===== src/hw/rtl/ugtc_pkg.sv =====
// Shared types and constants for the graph tree check block.
package ugtc_pkg;

    localparam int MAX_VERTICES = 256;
    localparam int MAX_EDGES    = 1024;
    localparam int VW           = 8;    // vertex index width
    localparam int NVW          = 9;    // vertex count width
    localparam int EAW          = 10;   // edge store address width
    localparam int ECW          = 11;   // edge count width
    localparam int QDEPTH       = 4;
    localparam int QAW          = 2;

    localparam logic [1:0] FUNC_CLEAR = 2'd0;
    localparam logic [1:0] FUNC_ADD   = 2'd1;
    localparam logic [1:0] FUNC_QUERY = 2'd2;
    localparam logic [1:0] FUNC_NONE  = 2'd3;

    localparam logic [1:0] ST_OK       = 2'd0;
    localparam logic [1:0] ST_OVERFLOW = 2'd1;
    localparam logic [1:0] ST_BADVERT  = 2'd2;

    typedef struct packed {
        logic [1:0]    func;
        logic [VW-1:0] vertex_a;
        logic [VW-1:0] vertex_b;
    } t_item;

endpackage


===== src/hw/rtl/ugtc_front.sv =====
// Input side: takes stream transactions, drops unused codes, queues work items.
module ugtc_front
    import ugtc_pkg::*;
(
    input  logic        i_clk,
    input  logic        i_rst_n,
    input  logic        s_axis_tvalid,
    output logic        s_axis_tready,
    input  logic [23:0] s_axis_tdata,
    input  logic        i_pop,
    output logic        o_valid,
    output t_item       o_item
);

    t_item            r_mem [QDEPTH];
    logic [QAW-1:0]   r_wp, r_rp;
    logic [QAW:0]     r_cnt;
    t_item            w_in;
    logic             w_push, w_pop;

    assign w_in.func     = s_axis_tdata[1:0];
    assign w_in.vertex_a = s_axis_tdata[9:2];
    assign w_in.vertex_b = s_axis_tdata[17:10];

    assign s_axis_tready = (r_cnt != QDEPTH[QAW:0]);
    assign w_push = s_axis_tvalid && s_axis_tready && (w_in.func != FUNC_NONE);
    assign w_pop  = i_pop && (r_cnt != '0);
    assign o_valid = (r_cnt != '0);
    assign o_item  = r_mem[r_rp];

    always_ff @(posedge i_clk) begin
        if (w_push) begin
            r_mem[r_wp] <= w_in;
        end
    end

    always_ff @(posedge i_clk) begin
        if (!i_rst_n) begin
            r_wp  <= '0;
            r_rp  <= '0;
            r_cnt <= '0;
        end else begin
            if (w_push) r_wp <= r_wp + 1'b1;
            if (w_pop)  r_rp <= r_rp + 1'b1;
            case ({w_push, w_pop})
                2'b10:   r_cnt <= r_cnt + 1'b1;
                2'b01:   r_cnt <= r_cnt - 1'b1;
                default: r_cnt <= r_cnt;
            endcase
        end
    end

endmodule


===== config.mk =====
export PLATFORM = sky130hd
export DESIGN_NAME = ugtc_front
export DESIGN_NICKNAME = d
export VERILOG_FILES = /design/src/hw/rtl/ugtc_pkg.sv /design/src/hw/rtl/ugtc_front.sv
export SDC_FILE = /design/constraint.sdc
export NUM_CORES = 1
export LEC_CHECK = 0
export ABC_AREA = 1
export CORE_MARGIN = 5
export CORE_UTILIZATION = 28
export DETAILED_ROUTE_END_ITERATION = 8
export DONT_BUFFER_PORTS = 1
export PLACE_DENSITY_LB_ADDON = 0.25
export SLEW_MARGIN = 25
export SYNTH_ARGS = -nofsm -noshare
export SYNTH_HDL_FRONTEND = slang
export SYNTH_SLANG_ARGS = --single-unit

===== constraint.sdc =====
create_clock -name i_clk -period 5.4 [get_ports i_clk]
set_clock_uncertainty 0.05 [all_clocks]
set_input_delay 0.27 -clock i_clk [delete_from_list [all_inputs] [get_ports i_clk]]
set_output_delay 0.27 -clock i_clk [all_outputs]
set_load 0.02 [all_outputs]

==> metrics, run 1 <==
status complete, no violations; LEAKAGE 1.32 nW; synth top area cells edfxtp_1 67%, dfxtp_1 5.6%, nor2_1 5.6%, o21ai_0 3.7%, o22ai_1 3.3%; Final Util 33.7%; minimum clock period 2.26 ns; most frequent cells in the layout 72 x edfxtp_1, 44 x nor2_1, 24 x o21ai_0; Die Height 118 µm; syn_nets 280; FF/Latch Area 2340 µm²; Hold Crit Class in2reg; RSZ-0062 raised after global routing no; clk buf depth 2; Max VDD drop 188 µV; placed cells 383; initial antenna violation count 0; complex-gate fraction of the synthesized area 10.5%; worst hold slack 0.0157 ns; Layout area overhead 18.1%; DIE WIDTH 118 µm; Die ar. 13800 µm²; CP endpoint kind output pin; # H-tree levels 3; highest clock rate 443 MHz; reg2reg start r_cnt[1]; simple-gate area share of the yosys netlist 8.84%; crit-path max cell delay 0.86 ns; adder-cell share of the synthesized area 2.55%; Mapped Area 3240 µm²; min-delay src i_rst_n; final instance count without filler cells 419; Avg Synthesized Cell Area 13.2 µm²; Slew @ Worst Pin 0.829 ns; CTS sink count 81; Design Area, Final 3830 µm²; port bufs 0; fin. max-slew vios 0; Worst Path Arrival 1.94 ns; WS Path Type reg2out; GR Util All Layers 9.45%; Avg WL per Cell 15.1 µm; Max Cap Viol 0; drt pass-1 iters 4; top-area cell type share of the netlist area 66.7%; Initial Util 28.5%; slowest CP cell dfxtp_1; NumNets Final 305; CTS tree done; DP Area 3360 µm²; GPL Wtd Cong 0.722; Ant. Diodes 0; Clock Pin Slew Worst Setup and Hold Paths 0.06 ns; register area share after synthesis 72.3%; final WL 6330 µm; largest family of logic cells by synthesized area compound AO/OA/AOI/OAI gates; CTS Buf Count 9; DRC 0; Power Dens Cells 448 nW/µm²; DRT iter0 DRCs 91; core area 11400 µm²; CTS resizes 0; Rows 39; Fin Setup TNS 0 ns; worst setup margin 3.14 ns; unique cell type count in the Yosys netlist 23; Placement Setup Slack 3.43 ns; YS warnings 0; commonest non-fill, non-tap cell in the layout edfxtp_1; post-synthesis mux area share 0%; Synth area leader edfxtp_1; CP Launch Type register; drt via density 4.43; fillers 1123; post-synthesis register bit count 81; vias in the first global route 1889; Final Cycle Share 41.8%; CTS Root Cell clkbuf_16; total power 1.71 mW; cell count after synthesis 246; Ports 48; layout cells sized above 1 12.0%; largest net degree at the start of global routing 38; first-pass GRT wire length 10000 µm; Bufs and invs on worst path 0; post-route antenna net violation count 0; Finish-stage setup viols 0; Top delay family on crit path flip-flops; gr ovfl total 0; vias 1856; multi-input logic area 724 µm²; CP max FO 19; worst-skew pair later-pin latency 0.33 ns; slew margin rel. 44.7%; Cell Chain, Critical Path o21ai_0, o22ai_1; placed wire-length estimate 3790 µm; WP data required 5.08 ns; Final Hold Vio Count 0; Post-Synth XOR/XNOR Area 0%
## cell families (layout without fill, tap and decap cells)
kind of cell	after synthesis	in the layout
AND/OR/NAND/NOR	70	70
buffers and inverters	29	59
adder cells (fa/ha/maj)	6	6
AO/OA/AOI/OAI	60	60
flip-flops	81	81
## timing repair
item,CTS,global route
hold buffers,19,1
buffers inserted,0,0
endpoints found under the hold margin,74,1
## routing by layer
metal / share of wire, % / wire, µm / global-route usage [%]
met3: 5.6 / 355 / 3.17
met1: 44 / 2790 / 11.1
met5: 0 / 0 / 0
met2: 49 / 3090 / 15.5
met4: 1.5 / 96 / 4.73
## state kept, by name, indices dropped and copies added (netlist names), named ones only
register and count:
r_rp 2, r_wp 2, r_cnt 3, r_mem 72
## cell usage after synthesis, drive strengths merged
master  number
buf         10
o21ai       38
ha           5
edfxtp      72
inv         18
dfxtp        9
nor2        50
clkinv       1
nand2       17
o22ai       18
a21oi        4
fa           1
nand3        3
## where the power goes
group | leakage, nW | switching [mW] | internal, mW
Clock | 0.127 | 0.223 | 0.312
Sequential | 0.731 | 0.0276 | 0.741
Combinational | 0.457 | 0.306 | 0.103
Total | 1.32 | 0.557 | 1.16
## worst paths after layout
| path | endpoint | slack [ns] | depth (start not counted) |
|---|---|---|---|
| setup reg to reg | r_cnt[2] | 3.47 | 12 |
| hold / removal | r_rp[1] | 0.02 | 2 |
| hold reg to reg | r_rp[1] | 0.45 | 2 |
| setup / recovery | o_item[17] | 3.14 | 2 |
## worst reg2reg max path, delay by kind of cell (launching register included)
family | cells | cell delay [ns]
buffers and inverters | 2 | 0.12
AND/OR/NAND/NOR | 8 | 0.76
flip-flops | 1 | 0.33
adder cells (fa/ha/maj) | 2 | 0.57
## final cells by class
cell class / instances / share of cell area [%]
clock inverter: 4 / 0.785
multi-input combinational: 136 / 18.9
inverter: 19 / 2.19
timing repair buffer: 24 / 6.02
sequential: 81 / 61.2
clock buffer: 12 / 6.18
tap: 143 / 4.68
(Power assumes the default switching activity.)
==> run 2, diff against run 1 <==
--- a/config.mk
+++ b/config.mk
@@ -5,7 +5,7 @@
 export SDC_FILE = /design/constraint.sdc
 export NUM_CORES = 1
 export LEC_CHECK = 0
-export ABC_AREA = 1
+export ABC_AREA = 0
 export CORE_MARGIN = 5
 export CORE_UTILIZATION = 28
 export DETAILED_ROUTE_END_ITERATION = 8
==> constraint.sdc (replaced) <==
create_clock -name i_clk -period 2.1 [get_ports i_clk]
set_clock_uncertainty 0.05 [all_clocks]
set_input_delay 0.105 -clock i_clk [delete_from_list [all_inputs] [get_ports i_clk]]
set_output_delay 0.105 -clock i_clk [all_outputs]
set_load 0.02 [all_outputs]
==> metrics, run 2 <==
Synth area leader edfxtp_1; Fin Setup TNS 0 ns (unchanged); final WL 5550 µm (-12%); post-synthesis register bit count 81 (unchanged); worst-skew pair later-pin latency 0.33 ns (about the same); DRT iter0 DRCs 47 (-48%); WP data required 2.30 ns (-2.78 ns); Worst path depth 9 (+7); async set-or-reset flop fraction in the synthesized netlist 0% (unchanged); status complete, no violations; commonest non-fill, non-tap cell in the layout edfxtp_1; Rows 38 (-2.6%); Power Dens Cells 1180 nW/µm² (+160%); LEAKAGE 1.22 nW (-7.0%); RSZ-0062 raised after global routing no; EDFF count, synth 72 (unchanged); Post-synth top flop edfxtp_1; Top delay family on crit path adder cells; Synth top cells by count 72 x edfxtp_1, 12 x mux4_2, 9 x dfxtp_1, 7 x and2_1, 7 x inv_1; count leader, synth edfxtp_1; reg2reg end r_cnt[2]; largest reg by FF count r_mem; Critical Path End r_cnt[2]; CTS tree done; DIE WIDTH 116 µm (-1.3%); Layout area overhead 21.1%; Avg Synthesized Cell Area 21.4 µm² (+63%); syn_nets 181 (-35%); Ant. Diodes 0 (unchanged); DRC 0 (unchanged); Worst Path Arrival 2.17 ns (+0.23 ns); largest family of logic cells by synthesized area multiplexers; Die Height 116 µm (-1.3%); CP max FO 6 (-13); Final Cycle Share 93.7%; M1 GR Usage 9.08% (-2.0 points); CTS Root Cell clkbuf_16; port bufs 0 (unchanged); reg2reg start r_cnt[0]; fillers 1047 (-6.8%); post-route antenna net violation count 0 (unchanged); Bufs and invs on worst path 2 (+2); Slew @ Worst Pin 0.367 ns (-0.462 ns); clk buf depth 2 (unchanged); core area 10900 µm² (-3.8%); Initial Util 28.8% (+0.30 points); NumNets Final 213 (-30%); initial antenna violation count 0 (unchanged); adder-cell share of the synthesized area 2.62% (+0.074 points); slowest CP cell fa_1; top-area cell type share of the netlist area 68.7% (+1.9 points); GR Util All Layers 8.88% (-0.57 points); drt via density 4.39 (-0.85%); GPL Wtd Cong 0.636 (-12%); layout cells sized above 1 23.4% (+11 points); # H-tree levels 3 (unchanged); post-synthesis mux area share 14.2% (+14 points); Hold Crit Class in2reg; final instance count without filler cells 324 (-23%); Clock Pin Slew Worst Setup and Hold Paths 0.06 ns (about the same); Finish-stage setup viols 0 (unchanged); reg2reg setup slack 0.13 ns (-3.34 ns); crit-path max cell delay 0.38 ns (-0.48 ns); highest clock rate 508 MHz; met3 usage 3.71% (+0.54 points); synth top area cells edfxtp_1 69%, mux4_2 8.6%, dfxtp_1 5.7%, mux4_1 5.0%, ha_1 2.0%; CP Launch Type register; vias in the first global route 1604 (-15%); first-pass GRT wire length 8650 µm (-14%); Mapped Area 3150 µm² (-2.8%); most frequent cells in the layout 72 x edfxtp_1, 19 x dlygate4sd3_1, 12 x mux4_2; R2R depth 9 (-3); placed wire-length estimate 3660 µm (-3.3%); layer with the highest usage met2; drt pass-1 iters 4 (unchanged); Largest regs r_mem: 72 flops, r_cnt: 3 flops; met2 global-route usage 16.4% (+0.93 points); worst hold slack 0.0593 ns (+0.0436 ns); CP dominant cell by count inv_1; minimum clock period 1.97 ns; Ports 48 (unchanged); cell count after synthesis 147 (-40%); Setup crit start r_cnt[0]; CTS Buf Count 9 (unchanged); Cell Chain, Critical Path nor2_4, a221oi_4, inv_1, ha_2, inv_1, fa_1, xor2_1, or3_1, a21boi_1; Largest register FFs 72 (unchanged); setup bufs post-CTS 0 (unchanged); slew margin rel. 75.5% (+31 points); CP endpoint kind register; simple-gate area share of the yosys netlist 3.14% (-5.7 points); Die ar. 13500 µm² (-2.6%); fin. max-slew vios 0 (unchanged); placed cells 289 (-25%); largest net degree at the start of global routing 19 (-50%); Final Hold Vio Count 0 (unchanged); complex-gate fraction of the synthesized area 2.22% (-8.3 points); WS Path Type reg2reg; CTS sink count 81 (unchanged); gr ovfl total 0 (unchanged); unique cell type count in the Yosys netlist 25 (+8.7%); Avg WL per Cell 17.1 µm (+13%); Max VDD drop 534 µV (+180%); vias 1423 (-23%); Max Cap Viol 0 (unchanged); register area share after synthesis 74.4% (+2.1 points); YS warnings 0 (unchanged); Post-Synth XOR/XNOR Area 1.11% (+1.1 points)
run 2: cell count changes in the layout (fill, tap and decap cells not counted), sizes merged, moves of 9 or more:
cell   delta
nand2    -11
nor2     -49
inv       -9
mux4     +18
o22ai    -18
o21ai    -36
run 2: layout make-up:
cell class / instances / area, µm² / area share [%]
sequential: 81 / 2350 / 61.6
multi-input combinational: 54 / 742 / 19.5
timing repair buffer: 26 / 243 / 6.36
clock buffer: 9 / 225 / 5.91
tap: 140 / 175 / 4.59
clock inverter: 7 / 53.8 / 1.41
inverter: 7 / 26.3 / 0.689
run 2: worst min path at each step:
stage                           from           end  slack, ns  cells after the start
finish                         i_pop       r_rp[1]       0.06                      3
global route                   i_pop       r_rp[1]       0.06                      3
CTS                            i_pop       r_rp[1]       0.05                      3
detailed placement   s_axis_tdata[3]   r_mem[3][9]       0.15                      0
global placement     s_axis_tdata[5]  r_mem[2][11]       0.15                      0
floorplan           s_axis_tdata[10]   r_mem[0][0]       0.15                      0
run 2: worst min-delay path, cell delays in order:
cell	delay (ns)
o311ai_2	0.06
xnor2_1	0.06
and2_1	0.16
run 2: logic make-up after synthesis:
| family | count (synthesis) |
|---|---|
| AOI/OAI and AO/OA | 6 |
| xor gates and xnor gates | 4 |
| adders and majority gates | 6 |
| buffers and inverters | 12 |
| DFF | 81 |
| muxes | 20 |
| and+or+nand+nor | 18 |
run 2: power breakdown:
group / switching [mW] / internal (mW)
combinational: 0.633 / 0.447
clock: 0.597 / 0.807
sequential: 0.0972 / 1.92
run 2: routing by layer:
| metal | wire length [µm] | vias to the layer above |
|---|---|---|
| met1 | 2110 | 731 |
| li1 | - | 652 |
| met2 | 3080 | 36 |
| met5 | 0 | - |
| met4 | 44 | 0 |
| met3 | 321 | 4 |
run 2: stage by stage:
stage               worst slack [ns]  power (mW)  utilization (%)  instance area, µm²
floorplan                      0.164        2.93                -                3150
global placement               0.143        3.04             30.5                3330
detailed placement            0.0312        3.10             30.5                3330
CTS                           0.0206        4.57             34.7                3800
global route                 0.00410        4.74             34.9                3810
finish                         0.132        4.50             34.9                3810
run 2: what timing repair did:
item | 4_1_cts | 5_1_grt
setup endpoints to repair | 0 | 2
hold endpoints to repair | 81 | 0
gates resized for setup | 0 | 6
hold buffers | 19 | 0
